`config.mk`:
```
export PLATFORM = sky130hd
export DESIGN_NAME = flapping_servo_wave_generator_flat
export DESIGN_NICKNAME = d
export VERILOG_FILES = /design/src/rtl/fswg_pkg.sv /design/src/rtl/fswg_in_if.sv /design/src/rtl/fswg_out_if.sv /design/src/rtl/fswg_core.sv /design/src/rtl/flapping_servo_wave_generator.sv /design/src/flat_wrapper.sv
export SDC_FILE = /design/constraint.sdc
export NUM_CORES = 1
export LEC_CHECK = 0
export BUFFER_PORTS_ARGS = -buffer_cell sky130_fd_sc_hd__buf_2
export CORE_ASPECT_RATIO = 0.6
export CORE_MARGIN = 4
export CORE_UTILIZATION = 60
export CTS_CLUSTER_DIAMETER = 30
export CTS_CLUSTER_SIZE = 30
export DETAILED_ROUTE_END_ITERATION = 8
export PLACE_DENSITY_LB_ADDON = 0.25
export SLEW_MARGIN = 40
export SYNTH_ARGS = -nofsm -noshare
export SYNTH_HDL_FRONTEND = slang
export SYNTH_SLANG_ARGS = --single-unit
```
`constraint.sdc`:
```
create_clock -name clk -period 13.6 [get_ports clk]
set_input_delay 4.08 -clock clk [delete_from_list [all_inputs] [get_ports clk]]
set_output_delay 4.08 -clock clk [all_outputs]
set_load 0.05 [all_outputs]
```
`src/rtl/fswg_pkg.sv`:
```
// Shared types, constants and the throttle row table of the flapping servo wave generator.
package fswg_pkg;

  // Register indexes of the configuration port
  typedef enum logic [1:0] {
    CFG_GUARD_HIGH  = 2'd0,
    CFG_GUARD_LOW   = 2'd1,
    CFG_CENTRE      = 2'd2
  } cfg_idx_t;

  localparam int unsigned WIDTH_W = 12;
  localparam int unsigned THR_W   = 16;
  localparam int unsigned ROLL_W  = 16;
  localparam int unsigned CNT_W   = 5;
  localparam int unsigned TURN_W  = 4;
  localparam int unsigned INC_W   = 7;
  localparam int unsigned LIMIT_W = 11;
  localparam int unsigned ROWS    = 9;

  // Signed working width: holds manual-mode sums and ramp under/overshoot
  localparam int unsigned SUM_W = 18;

  typedef logic [WIDTH_W-1:0]      width_t;
  typedef logic signed [SUM_W-1:0] sum_t;

  localparam width_t GUARD_HIGH_RST = 12'd2027;
  localparam width_t GUARD_LOW_RST  = 12'd737;
  localparam width_t CENTRE_RST     = 12'd1382;
  localparam width_t WING_R_START   = 12'd1151;
  localparam width_t WING_L_START   = 12'd1613;
  localparam width_t TAIL_BIAS      = 12'd1296;
  localparam width_t ROLL_BIAS      = 12'd691;

  // Configuration register set
  typedef struct packed {
    width_t guard_high;
    width_t guard_low;
    width_t centre;
  } cfg_t;

  // One input request
  typedef struct packed {
    logic [THR_W-1:0]  throttle_width;
    logic [ROLL_W-1:0] roll_width;
    logic              mode;
  } item_t;

  // One row of wing-cycle timing
  typedef struct packed {
    logic [LIMIT_W-1:0] limit;
    logic [CNT_W-1:0]   len;
    logic [TURN_W-1:0]  ta;
    logic [TURN_W-1:0]  tb;
    logic [INC_W-1:0]   inc;
    width_t             twr;
    width_t             twl;
  } row_t;

  localparam row_t ROW_TABLE [ROWS] = '{
    '{11'd1005, 5'd18, 4'd9, 4'd9, 7'd26, 12'd1382, 12'd1382},
    '{11'd1089, 5'd15, 4'd8, 4'd7, 7'd31, 12'd1397, 12'd1367},
    '{11'd1173, 5'd13, 4'd7, 4'd6, 7'd36, 12'd1400, 12'd1364},
    '{11'd1257, 5'd11, 4'd6, 4'd5, 7'd41, 12'd1402, 12'd1362},
    '{11'd1341, 5'd10, 4'd5, 4'd5, 7'd46, 12'd1382, 12'd1382},
    '{11'd1425, 5'd9,  4'd5, 4'd4, 7'd51, 12'd1407, 12'd1357},
    '{11'd1551, 5'd8,  4'd4, 4'd4, 7'd57, 12'd1382, 12'd1382},
    '{11'd1697, 5'd7,  4'd4, 4'd3, 7'd66, 12'd1415, 12'd1349},
    '{11'd1844, 5'd6,  4'd3, 4'd3, 7'd77, 12'd1382, 12'd1382}
  };

  // Wave generator state, also the source of the result fields
  typedef struct packed {
    logic              in_cycle;
    logic [CNT_W-1:0]  stroke_count;
    logic              stroke_down;
    logic              twist_down;
    logic [CNT_W-1:0]  cycle_length;
    logic [TURN_W-1:0] twist_turn_a;
    logic [TURN_W-1:0] twist_turn_b;
    logic [INC_W-1:0]  stroke_increment;
    width_t            wing_right;
    width_t            wing_left;
    width_t            twist_right;
    width_t            twist_left;
    width_t            tail;
  } state_t;

  localparam state_t STATE_RST = '{
    in_cycle:         1'b0,
    stroke_count:     5'd0,
    stroke_down:      1'b1,
    twist_down:       1'b1,
    cycle_length:     5'd18,
    twist_turn_a:     4'd9,
    twist_turn_b:     4'd9,
    stroke_increment: 7'd26,
    wing_right:       CENTRE_RST,
    wing_left:        CENTRE_RST,
    twist_right:      CENTRE_RST,
    twist_left:       CENTRE_RST,
    tail:             CENTRE_RST
  };

endpackage

```
`src/rtl/fswg_in_if.sv`:
```
// Input channel: one servo-frame tick with throttle, roll and mode.
interface fswg_in_if;
  import fswg_pkg::*;

  logic              valid;
  logic              ready;
  logic [THR_W-1:0]  throttle_width;
  logic [ROLL_W-1:0] roll_width;
  logic              mode;

  modport source (output valid, output throttle_width, output roll_width, output mode,
                  input ready);
  modport sink   (input valid, input throttle_width, input roll_width, input mode,
                  output ready);
endinterface

```
`src/rtl/fswg_out_if.sv`:
```
// Result channel: the five servo pulse widths of one tick.
interface fswg_out_if;
  import fswg_pkg::*;

  logic   valid;
  logic   ready;
  width_t wing_right;
  width_t wing_left;
  width_t twist_right;
  width_t twist_left;
  width_t tail_width;

  modport source (output valid, output wing_right, output wing_left, output twist_right,
                  output twist_left, output tail_width, input ready);
  modport sink   (input valid, input wing_right, input wing_left, input twist_right,
                  input twist_left, input tail_width, output ready);
endinterface

```
`src/rtl/fswg_core.sv`:
```
// Next-state logic of one tick: row latch, triangle ramps, manual scaling and guards.
module fswg_core
  import fswg_pkg::*;
(
  input  state_t st,
  input  item_t  item,
  input  cfg_t   cfg,
  output state_t st_nxt
);

  // High guard first, then low guard; both fall back to centre
  function automatic width_t guard(input sum_t v, input cfg_t c);
    sum_t g;
    g = v;
    if (g >= $signed({{(SUM_W-WIDTH_W){1'b0}}, c.guard_high}))
      g = $signed({{(SUM_W-WIDTH_W){1'b0}}, c.centre});
    if (g <= $signed({{(SUM_W-WIDTH_W){1'b0}}, c.guard_low}))
      g = $signed({{(SUM_W-WIDTH_W){1'b0}}, c.centre});
    return g[WIDTH_W-1:0];
  endfunction

  function automatic sum_t ext(input width_t w);
    return $signed({{(SUM_W-WIDTH_W){1'b0}}, w});
  endfunction

  row_t       row;
  logic       row_hit;
  state_t     s;
  sum_t       wr, wl, twr, twl, tl;
  sum_t       step, tstep;

  // First row whose limit is above the throttle
  always_comb begin
    row     = ROW_TABLE[0];
    row_hit = 1'b0;
    for (int r = ROWS - 1; r >= 0; r--) begin
      if (item.throttle_width < {{(THR_W-LIMIT_W){1'b0}}, ROW_TABLE[r].limit}) begin
        row     = ROW_TABLE[r];
        row_hit = 1'b1;
      end
    end
  end

  always_comb begin
    s     = st;
    wr    = ext(st.wing_right);
    wl    = ext(st.wing_left);
    twr   = ext(st.twist_right);
    twl   = ext(st.twist_left);
    tl    = ext(st.tail);
    step  = '0;
    tstep = '0;

    if (item.mode) begin
      // Cycle start: latch a row unless no row limit is above the throttle
      if (!st.in_cycle) begin
        if (row_hit) begin
          s.cycle_length     = row.len;
          s.twist_turn_a     = row.ta;
          s.twist_turn_b     = row.tb;
          s.stroke_increment = row.inc;
          twr                = ext(row.twr);
          twl                = ext(row.twl);
          tl                 = ext(CENTRE_RST);
        end
        s.in_cycle     = 1'b1;
        wr             = ext(WING_R_START);
        wl             = ext(WING_L_START);
        s.stroke_count = '0;
      end

      step  = $signed({{(SUM_W-INC_W){1'b0}}, s.stroke_increment});
      tstep = $signed({{(SUM_W-INC_W+3){1'b0}}, s.stroke_increment[INC_W-1:3]});

      // Stroke triangle
      if (s.stroke_down) begin
        wr             = wr + step;
        wl             = wl - step;
        s.stroke_count = s.stroke_count + 1'b1;
      end else begin
        wr             = wr - step;
        wl             = wl + step;
        s.stroke_count = s.stroke_count - 1'b1;
      end

      // Twist and tail triangle
      if (s.twist_down) begin
        tl  = tl - tstep;
        twr = twr - step;
        twl = twl + step;
      end else begin
        tl  = tl + tstep;
        twr = twr + step;
        twl = twl - step;
      end

      // Turn points
      if (s.twist_down && s.stroke_count == {1'b0, s.twist_turn_a})
        s.twist_down = 1'b0;
      else if (!s.twist_down && s.stroke_count == {1'b0, s.twist_turn_b})
        s.twist_down = 1'b1;
      if (s.stroke_count == s.cycle_length)
        s.stroke_down = 1'b0;
      if (s.stroke_count == '0) begin
        s.in_cycle    = 1'b0;
        s.stroke_down = 1'b1;
      end
    end else begin
      // Manual pass-through with scaling
      tl  = $signed({{(SUM_W-THR_W+4){1'b0}}, item.throttle_width[THR_W-1:4]}) + ext(TAIL_BIAS);
      wr  = $signed({{(SUM_W-ROLL_W+1){1'b0}}, item.roll_width[ROLL_W-1:1]}) + ext(ROLL_BIAS);
      wl  = wr;
      twr = ext(cfg.centre);
      twl = ext(cfg.centre);
    end

    s.wing_right  = guard(wr, cfg);
    s.wing_left   = guard(wl, cfg);
    s.twist_right = guard(twr, cfg);
    s.twist_left  = guard(twl, cfg);
    s.tail        = guard(tl, cfg);
    st_nxt        = s;
  end

endmodule

```
`src/rtl/flapping_servo_wave_generator.sv`:
```
// Top level of the flapping servo wave generator: input stage, state/result register, config.
//
//   channel   dir   handshake      payload
//   in_ch     in    valid/ready    throttle_width[15:0], roll_width[15:0], mode
//   out_ch    out   valid/ready    wing_right, wing_left, twist_right, twist_left, tail_width
//   cfg_*     in    write enable   cfg_index[1:0], cfg_data[11:0]
//
// One request per cycle sustained while out_ch does not stall; a request passes the input register, then the
// state register that also serves as the result register, fed by one pass of fswg_core.
// Reset is synchronous (rst_n low): slowest row, all widths at centre, default guards.
// When out_ch stalls the result holds and the input register fills, then in_ch.ready drops.
module flapping_servo_wave_generator
  import fswg_pkg::*;
(
  input  logic           clk,
  input  logic           rst_n,
  fswg_in_if.sink        in_ch,
  fswg_out_if.source     out_ch,
  input  logic           cfg_we,
  input  logic [1:0]     cfg_index,
  input  logic [WIDTH_W-1:0] cfg_data
);

  cfg_t   cfg_r;
  item_t  item_r;
  logic   item_valid_r;
  state_t st_r, st_nxt;
  logic   out_valid_r;
  logic   res_ready, item_ready, advance;

  assign res_ready  = !out_valid_r || out_ch.ready;
  assign item_ready = !item_valid_r || res_ready;
  assign advance    = item_valid_r && res_ready;
  assign in_ch.ready = item_ready;

  // Configuration registers
  always_ff @(posedge clk) begin
    if (!rst_n) begin
      cfg_r.guard_high <= GUARD_HIGH_RST;
      cfg_r.guard_low  <= GUARD_LOW_RST;
      cfg_r.centre     <= CENTRE_RST;
    end else if (cfg_we) begin
      case (cfg_index)
        CFG_GUARD_HIGH: cfg_r.guard_high <= cfg_data;
        CFG_GUARD_LOW:  cfg_r.guard_low  <= cfg_data;
        CFG_CENTRE:     cfg_r.centre     <= cfg_data;
        default:        ;
      endcase
    end
  end

  // Input register
  always_ff @(posedge clk) begin
    if (!rst_n) begin
      item_valid_r <= 1'b0;
    end else if (item_ready) begin
      item_valid_r <= in_ch.valid;
    end
  end

  always_ff @(posedge clk) begin
    if (item_ready && in_ch.valid) begin
      item_r.throttle_width <= in_ch.throttle_width;
      item_r.roll_width     <= in_ch.roll_width;
      item_r.mode           <= in_ch.mode;
    end
  end

  fswg_core u_core (
    .st     (st_r),
    .item   (item_r),
    .cfg    (cfg_r),
    .st_nxt (st_nxt)
  );

  // State and result register
  always_ff @(posedge clk) begin
    if (!rst_n) begin
      st_r        <= STATE_RST;
      out_valid_r <= 1'b0;
    end else begin
      if (advance) begin
        st_r <= st_nxt;
      end
      if (res_ready) begin
        out_valid_r <= item_valid_r;
      end
    end
  end

  assign out_ch.valid       = out_valid_r;
  assign out_ch.wing_right  = st_r.wing_right;
  assign out_ch.wing_left   = st_r.wing_left;
  assign out_ch.twist_right = st_r.twist_right;
  assign out_ch.twist_left  = st_r.twist_left;
  assign out_ch.tail_width  = st_r.tail;

endmodule
```
`src/flat_wrapper.sv`:
```
// flat-port wrapper written by rule: the top's interface ports become plain ports
module flapping_servo_wave_generator_flat import fswg_pkg::*;
  (clk, rst_n, cfg_we, cfg_index, cfg_data, in_ch_valid, in_ch_throttle_width, in_ch_roll_width, in_ch_mode, in_ch_ready, out_ch_valid, out_ch_wing_right, out_ch_wing_left, out_ch_twist_right, out_ch_twist_left, out_ch_tail_width, out_ch_ready);
  fswg_in_if in_ch_i ();
  fswg_out_if out_ch_i ();
  input  logic clk;
  input  logic rst_n;
  input  logic cfg_we;
  input  logic [1:0] cfg_index;
  input  logic [WIDTH_W-1:0] cfg_data;
  input wire logic [$bits(in_ch_i.valid)-1:0] in_ch_valid;
  input wire logic [$bits(in_ch_i.throttle_width)-1:0] in_ch_throttle_width;
  input wire logic [$bits(in_ch_i.roll_width)-1:0] in_ch_roll_width;
  input wire logic [$bits(in_ch_i.mode)-1:0] in_ch_mode;
  output wire logic [$bits(in_ch_i.ready)-1:0] in_ch_ready;
  output wire logic [$bits(out_ch_i.valid)-1:0] out_ch_valid;
  output wire logic [$bits(out_ch_i.wing_right)-1:0] out_ch_wing_right;
  output wire logic [$bits(out_ch_i.wing_left)-1:0] out_ch_wing_left;
  output wire logic [$bits(out_ch_i.twist_right)-1:0] out_ch_twist_right;
  output wire logic [$bits(out_ch_i.twist_left)-1:0] out_ch_twist_left;
  output wire logic [$bits(out_ch_i.tail_width)-1:0] out_ch_tail_width;
  input wire logic [$bits(out_ch_i.ready)-1:0] out_ch_ready;
  assign in_ch_i.valid = in_ch_valid;
  assign in_ch_i.throttle_width = in_ch_throttle_width;
  assign in_ch_i.roll_width = in_ch_roll_width;
  assign in_ch_i.mode = in_ch_mode;
  assign in_ch_ready = in_ch_i.ready;
  assign out_ch_valid = out_ch_i.valid;
  assign out_ch_wing_right = out_ch_i.wing_right;
  assign out_ch_wing_left = out_ch_i.wing_left;
  assign out_ch_twist_right = out_ch_i.twist_right;
  assign out_ch_twist_left = out_ch_i.twist_left;
  assign out_ch_tail_width = out_ch_i.tail_width;
  assign out_ch_i.ready = out_ch_ready;
  flapping_servo_wave_generator u_core (.clk(clk), .rst_n(rst_n), .in_ch(in_ch_i), .out_ch(out_ch_i), .cfg_we(cfg_we), .cfg_index(cfg_index), .cfg_data(cfg_data));
endmodule
```
==> key figures, run 1 <==
Status
  – Status: completed

STA
  – Fin crit share: 78.53%
  – Tightest Pin Transition: 0.8667 ns
  – RSZ-0062 raised after global routing: false
  – Final critical-path required period: 10.68 ns
  – Final setup skew: 0.01493 ns
  – Fin. Hold Viols: 0
  – Setup violations, final: 0
  – Max Freq: 93.63 MHz
  – Slew HR: 41.87%
  – Pins Over Slew Limit: 0
  – TNS Setup: 0 ns

Logic synthesis
  – Ys async rst share: 0%
  – Post-synth top area cell: dfxtp_1
  – Distinct cells, synth: 107
  – Avg Inst Size Synth: 7.726 um^2
  – Share of the synthesized area in the top cell type: 14.83%
  – Top FF cell, synth: dfxtp_1
  – Syn nets: 2457
  – Synth Cell Area: 17010 um^2
  – Yosys reg bits: 158
  – Ranking of synthesized cells by area: dfxtp_1, ha_1, edfxtp_1, a21oi_1, nand2_1
  – Sequential share of the synthesized area: 20.48%
  – Number of flops mapped to enable cells by yosys: 32
  – Ys Warns: 0
  – Post-Syn Instances: 2201

Worst setup path
  – Crit Path Max Fanout: 14
  – Slowest stage cell, crit path: or4_1
  – Cell mode on critical path: a21oi_1
  – Max stage delay on crit path: 0.68 ns
  – Setup crit end kind: flip-flop
  – CP Class: reg2reg
  – Required time worst endpoint: 13.95 ns
  – Crit path max-delay family: compound AO/OA/AOI/OAI gates
  – CP arrival: 11.03 ns
  – CP Buf/Inv Count: 5
  – Crit start category: flip-flop

Layout
  – Commonest cells after routing, fill and taps aside: nand2_1, ha_1, a21oi_1
  – Final design utilization: 64.39%
  – Diodes inserted: 0
  – Layout Nets: 2433
  – Fill count: 2477
  – Share of cells above drive strength 1: 12.74%
  – Sequential cell area: 3483 um^2
  – Commonest non-fill, non-tap cell in the layout: nand2_1
  – P&R area growth vs syn: 5.106%
  – Footprint of the multi-input gates: 12110 um^2

Global routing
  – Gr usage total: 39.26%
  – Gr ovfl total: 0
  – Initial antenna violation count: 0
  – Largest net degree at the start of global routing: 72
  – Global-route wire length before repair: 95740 um
  – Vias in the first global route: 16030

Clock tree
  – Post-CTS resize count: 0
  – Setup Buffers After CTS: 0
  – CTS tree: yes
  – Sinks on Clock Net: 158
  – Clock Pin Slew Worst Setup and Hold Paths: 0.07 ns
  – Maximum clock path buffer count: 2
  – Clock H-tree levels: 4
  – Hold Buf Count CTS: 0
  – Clock Tree Root: clkbuf_16
  – Clk Latency, worst-skew pair: 0.47 ns
  – Num CTS Buffers: 17

Detailed routing
  – Initial DRC Count: 2654
  – Vias per Instance: 6.916
  – Drt pass-1 iters: 6
  – Via Count: 17680
  – DR WL/cell: 24.79 um
  – ANT nets after route: 0
  – DRC: 0
  – WL final: 63390 um

Power and ir drop
  – P_leak: 7.749 nW
  – Power Density: 92.18 nW/um^2
  – Worst vdd ir: 0.08192 mV

Floorplanning
  – Cell Rows: 47
  – Initial core utilization: 61.26%
  – Core box area: 27760 um^2
  – DIE AREA: 31190 um^2
  – Die width: 225.3 um
  – Die Height: 138.4 um
  – I/O pins: 114

Placed design
  – Routability cong.: 0.9990
  – DP Wirelength: 48750 um
  – Number of port buffers: 112

Run
  – Max Cap Viol: 0

Worst hold path
  – Class of the worst hold path: reg2reg
worst min-delay path: stages (launching register included):
cell and delay (ns):
dfxtp_1 0.31, nand2_1 0.05, a21oi_1 0.05
kinds of logic after synthesis:
| group | after synthesis | synth area share [%] |
|---|---|---|
| simple gates | 721 | 20.90 |
| compound gates | 658 | 25.87 |
| buf+inv | 308 | 8.417 |
| fa+ha+maj | 204 | 15.45 |
| flops | 158 | 20.48 |
| mux | 91 | 5.739 |
| xor+xnor | 61 | 3.142 |
cells in the mapped netlist, types with 39 or more instances:
library cell and count:
a21o_1 49, nand2_1 212, nand2b_1 39, clkbuf_1 89
dfxtp_1 126, mux2_2 51, nor2_1 166, nand3_1 58
inv_1 120, mux2i_1 39, nand4_1 40, nor3_1 48
buf_4 66, a21oi_1 185, o211ai_1 48, o21ai_0 135
ha_1 194
report_power, final:
group	switching (mW)	total (mW)	internal, mW
Combinational	0.398	0.624	0.225
Clock	0.223	0.486	0.262
Sequential	0.0354	0.538	0.503
Total	0.657	1.65	0.990
cell type report:
| cell class | count | area share (%) |
|---|---|---|
| multi-input cells | 1735 | 67.77 |
| repair buffers | 143 | 4.445 |
| inverters | 122 | 2.562 |
| clock buffers | 20 | 2.555 |
| clock inverters | 12 | 0.6090 |
| flip-flops and latches | 158 | 19.49 |
| well taps | 367 | 2.569 |
sequential cells by signal (all words and copies together), names as in the netlist:
name,flops
u_core.out_ch.tail_width,12
u_core.item_r,32
u_core.out_ch.wing_left,12
u_core.st_r,28
u_core.out_ch.twist_right,12
u_core.item_valid_r,1
u_core.out_ch.wing_right,12
u_core.cfg_r,36
u_core.out_ch.twist_left,12
u_core.out_ch.valid,1
path summary, 6_finish.rpt:
| kind | startpoint | end | slack (ns) | cells after the start |
|---|---|---|---|---|
| max | u_core.item_r[30] | u_core.out_ch.twist_left[6] | 2.92 | 37 |
| min | u_core.st_r[85] | u_core.st_r[85] | 0.46 | 2 |
| max reg2reg | u_core.item_r[30] | u_core.out_ch.twist_left[6] | 2.92 | 37 |
| min reg2reg | u_core.st_r[85] | u_core.st_r[85] | 0.46 | 2 |
layer usage:
layer	track usage [%]	vias to the layer above	wire (um)
li1	-	7948	-
met1	57.76	8242	26660
met2	53.36	1302	24650
met3	12.20	192	9466
met4	14.43	0	2607
met5	0	-	0
stage by stage:
| stage | setup slack (ns) | total power [mW] | cell area [um^2] | std cells | hold WS, ns |
|---|---|---|---|---|---|
| after CTS | 3.246 | 1.625 | 17860 | 2556 | 0.4516 |
| after floorplan | 4.657 | 0.9952 | 17010 | 2201 | 0.4317 |
| final | 2.920 | 1.648 | 17870 | 2557 | 0.4570 |
| after global placement | 3.083 | 1.130 | 17290 | 2524 | 0.4402 |
| after detailed placement | 3.284 | 1.146 | 17300 | 2524 | 0.4427 |
| after global routing | 2.346 | 1.721 | 17870 | 2557 | 0.4792 |
Power figures use the tool's default switching activity.
==> run 2: changes to the inputs <==
- clock period: 13.6 -> 10.5 ns (I/O delays scaled with it)
==> run 2 against run 1 <==
Sequential power increased by 30%. Final area increased by 1.0%. First-iteration DRC count increased by 0.30%. Global-route usage increased by 0.75 points. Clock skew decreased by 0.0051 ns. Critical path depth decreased by 2.
==> key figures, run 2 (same netlist as run 1, synthesis figures left out) <==
Worst setup path
  – Crit Path Max Fanout: 12
  – Max stage delay on crit path: 0.68 ns
  – Worst R2R Path Depth: 35
  – Slowest stage cell, crit path: or4_1
  – Crit start category: flip-flop
  – Setup crit end: u_core.out_ch.wing_left[8]
  – Reg2reg end: u_core.out_ch.wing_left[8]
  – Setup crit end kind: flip-flop
  – CP Class: reg2reg
  – Worst R2R Setup Slack: 0.45 ns
  – Critical R2R Launch: u_core.item_r[30]
  – CP arrival: 10.42 ns
  – Critical Path Start: u_core.item_r[30]
  – Required time worst endpoint: 10.86 ns

Power and ir drop
  – Power Density: 121.0 nW/um^2
  – Design Power: 2.186 mW
  – P_leak: 7.865 nW
  – Worst vdd ir: 0.1021 mV

Run
  – Max Cap Viol: 0

Floorplanning
  – I/O pins: 114
  – Core box area: 27760 um^2
  – Cell Rows: 47
  – Initial core utilization: 61.26%
  – Die width: 225.3 um
  – DIE AREA: 31190 um^2
  – Die Height: 138.4 um

Detailed routing
  – ANT nets after route: 0
  – Via Count: 17780
  – Drt pass-1 iters: 6
  – Initial DRC Count: 2662
  – Vias per Instance: 6.900
  – DRC: 0
  – DR WL/cell: 25.06 um
  – WL final: 64550 um

Global routing
  – Global-route wire length before repair: 96900 um
  – Vias in the first global route: 16090
  – Initial antenna violation count: 0
  – Gr ovfl total: 0
  – Largest net degree at the start of global routing: 72
  – Gr usage total: 40.00%

Layout
  – Commonest non-fill, non-tap cell in the layout: nand2_1
  – P&R area growth vs syn: 6.203%
  – Final design utilization: 65.06%
  – Biggest register: u_core.cfg_r
  – Largest regs: u_core.cfg_r x36, u_core.item_r x32, u_core.st_r x28
  – Commonest cells after routing, fill and taps aside: nand2_1, ha_1, a21oi_1
  – Max FFs per register: 36
  – Diodes inserted: 0
  – Share of cells above drive strength 1: 13.54%
  – Non-Filler Cell Area, Final: 18060 um^2
  – Layout Nets: 2452

Placed design
  – Post-DP Area: 17420 um^2
  – DP Wirelength: 49390 um
  – Routability cong.: 1.029
  – Number of port buffers: 112

Clock tree
  – CTS tree: yes
  – Clock Pin Slew Worst Setup and Hold Paths: 0.07 ns
  – Clock H-tree levels: 4
  – Clk Latency, worst-skew pair: 0.47 ns
  – Clock Tree Root: clkbuf_16
  – Hold Buf Count CTS: 0
  – Sinks on Clock Net: 158
  – Num CTS Buffers: 17
  – Maximum clock path buffer count: 2

STA
  – Fin. Hold Viols: 0
  – Pins Over Slew Limit: 0
  – Fin crit share: 95.74%
  – Final critical-path required period: 10.05 ns
  – Final setup skew: 0.009788 ns
  – Setup violations, final: 0
  – Slew HR: 39.54%
  – TNS Setup: 0 ns
  – Max Freq: 99.48 MHz
  – Hold WS: 0.4561 ns
  – Tightest Pin Transition: 0.8974 ns
  – RSZ-0062 raised after global routing: false

Status
  – Status: completed

Worst hold path
  – Class of the worst hold path: reg2reg
## run 2: changes by cell type in the layout (fill, tap and decap cells not counted), sizes merged
cell / previous run / this run
buf: 143 / 162
clkinv: 5 / 4
clkinvlp: 3 / 2
inv: 125 / 127
## run 2: final cells by class
| cell class | count | area, um^2 |
|---|---|---|
| multi-input cells | 1735 | 12130 |
| fillers | 2461 | 9697 |
| flip-flops and latches | 158 | 3483 |
| repair buffers | 162 | 939.7 |
| clock buffers | 20 | 467.9 |
| well taps | 367 | 459.2 |
| inverters | 122 | 457.9 |
| clock inverters | 12 | 122.6 |
## run 2: worst min-delay path by stage
stage	from	to	slack, ns	cells after the start
6_report	u_core.cfg_r[28]	u_core.cfg_r[28]	0.46	2
5_1_grt	u_core.cfg_r[16]	u_core.cfg_r[16]	0.48	2
4_1_cts	u_core.cfg_r[20]	u_core.cfg_r[20]	0.46	2
3_5_place_dp	u_core.cfg_r[20]	u_core.cfg_r[20]	0.45	2
3_3_place_gp	u_core.st_r[85]	u_core.st_r[85]	0.44	2
2_1_floorplan	u_core.st_r[85]	u_core.st_r[85]	0.43	2
## run 2: what timing repair did
| item | in CTS | in global routing |
|---|---|---|
| gates resized for setup | 0 | 1 |
| buffers inserted | 0 | 3 |
| endpoints found under the setup margin | 0 | 9 |
## run 2: stage by stage
| step | setup WS [ns] | std cells |
|---|---|---|
| after floorplan | 1.557 | 2201 |
| after global placement | 0.5775 | 2541 |
| after detailed placement | 0.2979 | 2541 |
| after CTS | 0.2803 | 2573 |
| after global routing | 0.0006386 | 2576 |
| final | 0.4473 | 2576 |
## run 2: power breakdown
group | internal, mW | total [mW] | switching, mW
clock | 0.353 | 0.658 | 0.306
combinational | 0.302 | 0.830 | 0.528
sequential | 0.651 | 0.698 | 0.0465
## run 2: critical path: cells and delay by family, from the launching register on
kind            cells  cell delay, ns
compound gates     20            5.08
fa+ha+maj           3            0.98
buf+inv             3            0.69
flops               1            0.44
mux                 1            0.37
simple gates        8            2.37
## run 2: layer usage
metal	wire, um	global-route usage, %
met1	26560	57.59
met3	9849	13.64
met2	25260	55.12
met5	34	0
met4	2841	14.49
